<file path="src/sv/pss_pkg.sv">
// Package: shared constants, types and helper functions for path sphere selection.
package pss_pkg;

    localparam int MaxSpheres = 64;
    localparam int FracBits   = 12;
    localparam int IdxW       = $clog2(MaxSpheres);
    localparam int CntW       = $clog2(MaxSpheres + 1);
    localparam int PosW       = 24;
    localparam int RadW       = 23;
    localparam int DiffW      = PosW + 1;
    localparam int SqW        = 2 * DiffW;
    localparam int SumW       = SqW + 2;

    localparam logic [1:0] OP_ADD    = 2'd0;
    localparam logic [1:0] OP_CLEAR  = 2'd1;
    localparam logic [1:0] OP_TEST   = 2'd2;
    localparam logic [1:0] OP_UNUSED = 2'd3;

    localparam logic [RadW-1:0] RadiusReset = RadW'(2048);

    localparam logic signed [PosW-1:0] PosMax = {1'b0, {(PosW-1){1'b1}}};
    localparam logic signed [PosW-1:0] PosMin = {1'b1, {(PosW-1){1'b0}}};

    // Command from the controller to the datapath
    typedef struct packed {
        logic load;     // capture the item
        logic store;    // write a sphere
        logic clear;    // empty the table
        logic start;    // reset scan
        logic step;     // compare one sphere
        logic finish;   // fold scan result, build result
    } pss_cmd_t;

    // Status from the datapath
    typedef struct packed {
        logic full;
        logic scan_last;  // last compare issued this cycle
        logic scan_empty; // no sphere to scan, or NaN bounce
    } pss_stat_t;

    // Convert a half word to signed fixed point with saturation
    function automatic logic signed [PosW-1:0] half_to_fixed(input logic [15:0] h);
        logic        neg;
        logic [4:0]  e;
        logic [10:0] sig;
        int          sh;
        int          r;
        logic [40:0] mag;
        logic [40:0] tmp;
        neg = h[15];
        e   = h[14:10];
        sig = (e == 5'd0) ? {1'b0, h[9:0]} : {1'b1, h[9:0]};
        sh  = ((e == 5'd0) ? 1 : int'(e)) - 25 + FracBits;
        r   = -sh;
        mag = '0;
        tmp = '0;
        if (e == 5'h1F)
        begin
            half_to_fixed = neg ? PosMin : PosMax;
        end
        else
        begin
            if (sig == 11'd0)
            begin
                mag = '0;
            end
            else if (sh >= 0)
            begin
                if (sh >= PosW)
                    mag = 41'd1 << PosW;
                else
                    mag = 41'(sig) << sh;
            end
            else
            begin
                if (r >= 40)
                    mag = '0;
                else
                begin
                    tmp = 41'(sig) + (41'd1 << (r - 1));
                    mag = tmp >> r;
                end
            end
            if (neg)
                half_to_fixed = (mag >= 41'h800000) ? PosMin : -PosW'(mag);
            else
                half_to_fixed = (mag > 41'h7FFFFF) ? PosMax : PosW'(mag);
        end
    endfunction

endpackage

</file>
<file path="src/sv/pss_ctrl.sv">
// Controller: sequences add, clear and test items and the sphere scan.
module pss_ctrl
(
    input  logic                clk,
    input  logic                rst_n,
    input  logic                in_fire,
    input  logic [1:0]          op,
    input  logic                out_free,
    input  pss_pkg::pss_stat_t  stat,
    output logic                busy,
    output logic                res_valid_set,
    output pss_pkg::pss_cmd_t   cmd
);

    localparam logic [1:0] S_IDLE = 2'd0;
    localparam logic [1:0] S_SCAN = 2'd1;
    localparam logic [1:0] S_WAIT = 2'd2;
    localparam logic [1:0] S_DONE = 2'd3;

    logic [1:0] state_reg;
    logic [1:0] state_next;

    // Advance state
    always_ff @(posedge clk or negedge rst_n)
    begin
        if (!rst_n)
            state_reg <= S_IDLE;
        else
            state_reg <= state_next;
    end

    // Issue commands; S_WAIT lets the last registered sphere read reach the compare
    always_comb
    begin
        state_next    = state_reg;
        cmd           = '0;
        res_valid_set = 1'b0;
        busy          = (state_reg != S_IDLE) || !out_free;
        unique case (state_reg)
            S_IDLE:
            begin
                if (in_fire)
                begin
                    cmd.load = 1'b1;
                    if (op == pss_pkg::OP_TEST)
                    begin
                        cmd.start  = 1'b1;
                        state_next = S_SCAN;
                    end
                    else
                    begin
                        cmd.store     = (op == pss_pkg::OP_ADD);
                        cmd.clear     = (op == pss_pkg::OP_CLEAR);
                        res_valid_set = 1'b1;
                    end
                end
            end
            S_SCAN:
            begin
                if (stat.scan_empty)
                    state_next = S_DONE;
                else
                begin
                    cmd.step = 1'b1;
                    if (stat.scan_last)
                        state_next = S_WAIT;
                end
            end
            S_WAIT:
            begin
                state_next = S_DONE;
            end
            S_DONE:
            begin
                cmd.finish    = 1'b1;
                res_valid_set = 1'b1;
                state_next    = S_IDLE;
            end
            default:
            begin
                state_next = S_IDLE;
            end
        endcase
    end

    // A result is only raised when the output register is free
    assert property (@(posedge clk) disable iff (!rst_n)
        res_valid_set |-> out_free)
        else $error("result raised while output occupied");
    assert property (@(posedge clk) disable iff (!rst_n)
        (state_reg == S_WAIT) |=> (state_reg == S_DONE))
        else $error("drain did not finish");
    assert property (@(posedge clk) disable iff (!rst_n)
        in_fire |-> (state_reg == S_IDLE))
        else $error("item accepted while busy");

endmodule

</file>
<file path="config.mk">
export PLATFORM = sky130hd
export DESIGN_NAME = pss_ctrl
export DESIGN_NICKNAME = d
export VERILOG_FILES = /design/src/sv/pss_pkg.sv /design/src/sv/pss_ctrl.sv
export SDC_FILE = /design/constraint.sdc
export NUM_CORES = 1
export LEC_CHECK = 0
export ABC_CLOCK_PERIOD_IN_PS = 1550
export BUFFER_PORTS_ARGS = -buffer_cell sky130_fd_sc_hd__clkbuf_2
export CAP_MARGIN = 30
export CORE_AREA = 2 2 39 41
export DETAILED_ROUTE_END_ITERATION = 16
export DIE_AREA = 0 0 41 43
export HOLD_SLACK_MARGIN = 0.08
export MAX_ROUTING_LAYER = met4
export SYNTH_ARGS = -nofsm -noshare
export SYNTH_HDL_FRONTEND = slang
export SYNTH_SLANG_ARGS = --single-unit
</file>
<file path="constraint.sdc">
create_clock -name clk -period 1.55 [get_ports clk]
set_input_delay 0.2325 -clock clk [delete_from_list [all_inputs] [get_ports clk]]
set_output_delay 0.2325 -clock clk [all_outputs]
set_load 0.02 [all_outputs]
</file>
==> metrics <==
Setup-failing EPs final=0; gr ovfl total=0; Max Root-Sink Buffers=2; CTS tree=built; Routability Congestion=0.658; Initial Util=0.184; Yosys reg bits=2; CP endpoint kind=output pin; worst-case reg-to-reg path depth=5; max cap viols=0; synthesized area=254 µm²; # DRC=0; Tmin final=1490 ps; # IOs=17; Final #Nets=66; CTS Buf Count=3; Port Buffers=15; diodes inserted=0; Fin. Hold Viols=0; final period utilization=0.961; Post-Route WL=602 µm; register-to-register setup slack=180 ps; Core Region=1380 µm²; syn_area_per_cell=8.76 µm²; fmax=0.671 GHz; die footprint=1760 µm²; Worst setup endpoint=res_valid_set; worst min-delay path category=input pin to flip-flop; total power=882 µW; first-pass iteration count of the detailed router=1; pwr dens=1960 nW/µm²; Die Ht=43 µm; worst vdd ir=647 µV; H-tree depth=1; share of cells above drive strength 1=0.686; clk root buf=clkbuf_4; Row Count=14; placed wire-length estimate=445 µm; CP Launch Type=flip-flop; Synth Warn #=0; Syn Inst Count=29; global-route wire length before repair=883 µm; outcome=complete, no violations; initial antenna violation count=0; GR Util All Layers=0.0834; synth unique cells=20; Crit. Startpoint=state_reg[0]; vias=263; DIE WIDTH=41 µm; drt initial violations=0; Leak Pwr=0.234 nW; vias in the first global route=245; synthesis-to-finish area growth=76.8%; unrepaired setup endpoints after global routing=true; pin slew with the least headroom to its limit=179 ps; CP Max Fanout=4; largest net degree at the start of global routing=5; Clock Sinks=2; Slew Limit Headroom=0.880; CP required=1320 ps; critical path type=flip-flop to output pin; crit path DAT=1260 ps; per-cell routed wire length=8.99 µm; Vias/cell=3.93; R2R Path End=state_reg[1]; Largest register FFs=2; placed cell area=369 µm²; Slew Viols, Final=0; Reg clk slew, reported paths=30 ps; Antenna Nets Post-Route=0; clock skew=1.03 ps; later-pin clock latency in the skew report=220 ps; number of fill cells=149; Synthesized Nets=42; RR Startpoint=state_reg[0]; post-synthesis sequential area ratio=0.197; fin area=449 µm²
[what timing repair did]
item                                   CTS  global route
setup endpoints to repair                4             2
cloned                                   0             0
endpoints found under the hold margin    2             0
buffers inserted                         1             0
pin swaps                                1             1
hold buffers                             1             0
resized for setup                        8             9
[worst min-delay path by stage]
stage          startpoint  depth (start not counted)  slack [ps]            to
2_1_floorplan       rst_n                          0         -60  state_reg[0]
3_3_place_gp        rst_n                          1          20  state_reg[0]
3_5_place_dp        rst_n                          1          20  state_reg[0]
4_1_cts           stat[0]                          2         300  state_reg[0]
5_1_grt             rst_n                          2         310  state_reg[0]
6_report          stat[0]                          2         310  state_reg[0]
[cell families after synthesis]
| family | count (synthesis) | synth area share |
|---|---|---|
| and+or+nand+nor | 11 | 0.251 |
| AOI/OAI and AO/OA | 6 | 0.197 |
| buffers and inverters | 4 | 0.0591 |
| adders and majority gates | 4 | 0.197 |
| muxes | 2 | 0.0985 |
| DFF | 2 | 0.197 |
[cell usage in the layout (no fill, tap or decap), types with 2 or more instances in the layout]
master / instances
ha_2: 2
buf_2: 2
inv_2: 3
clkbuf_2: 11
clkbuf_4: 3
dfrtp_1: 2
nor2_1: 3
buf_4: 4
[metal layers]
| metal | GRT usage | vias to the layer above | share of wire |
|---|---|---|---|
| met5 | - | - | 0 |
| met4 | 0.100 | 0 | 0 |
| met3 | 0.0314 | 0 | 0.047 |
| met2 | 0.116 | 6 | 0.54 |
| met1 | 0.0742 | 115 | 0.42 |
| li1 | - | 142 | - |
[stage by stage]
step / hold WS [ps] / setup slack [ps] / cells / utilization / TNS (ps)
global route: 309 / -29.5 / 67 / 0.325 / -30.1
finish: 307 / 59.9 / 67 / 0.325 / 0
floorplan: -63.1 / -7.52 / 29 / - / -7.52
detailed placement: 18.4 / 117 / 62 / 0.267 / 0
global placement: 18.1 / 131 / 62 / 0.267 / 0
CTS: 302 / 21.6 / 67 / 0.315 / 0
[layout make-up]
class | instances | area [µm²] | area share
flip-flops and latches | 2 | 50.0 | 0.111
well taps | 16 | 20.0 | 0.0446
multi-input cells | 23 | 223 | 0.496
inverters | 4 | 17.5 | 0.0390
repair buffers | 19 | 116 | 0.259
clock buffers | 3 | 22.5 | 0.0501
[power breakdown]
part	internal [mW]	switching, mW	leakage (nW)
Sequential	0.0832	0.0276	0.0236
Combinational	0.327	0.329	0.197
Clock	0.0855	0.0299	0.0138
Total	0.496	0.387	0.234
[critical path, stage by stage (launching register included)]
cell     delay, ps
dfrtp_1        400
inv_4           60
ha_4           160
nand2_4         70
inv_2           40
a21oi_2        100
nor2_1          50
buf_4          150
[cell usage after synthesis]
cell,instances,area (µm²)
o21ai_2,1,8.76
inv_1,1,3.75
mux2_4,1,15.0
nand2b_4,1,13.8
mux2i_1,1,10.0
nand2b_1,1,6.26
clkinv_1,1,3.75
o22a_1,1,8.76
a31oi_1,1,6.26
ha_1,4,50.1
o21ai_4,1,16.3
nor3b_1,1,7.51
inv_2,2,7.51
nand2_1,2,7.51
dfrtp_1,2,50.1
a21oi_1,2,10.0
nor2_1,3,11.3
and2_1,1,6.26
nor3_1,1,5.00
nor2b_1,1,6.26
Note: power is estimated with default switching activity, not from simulation.
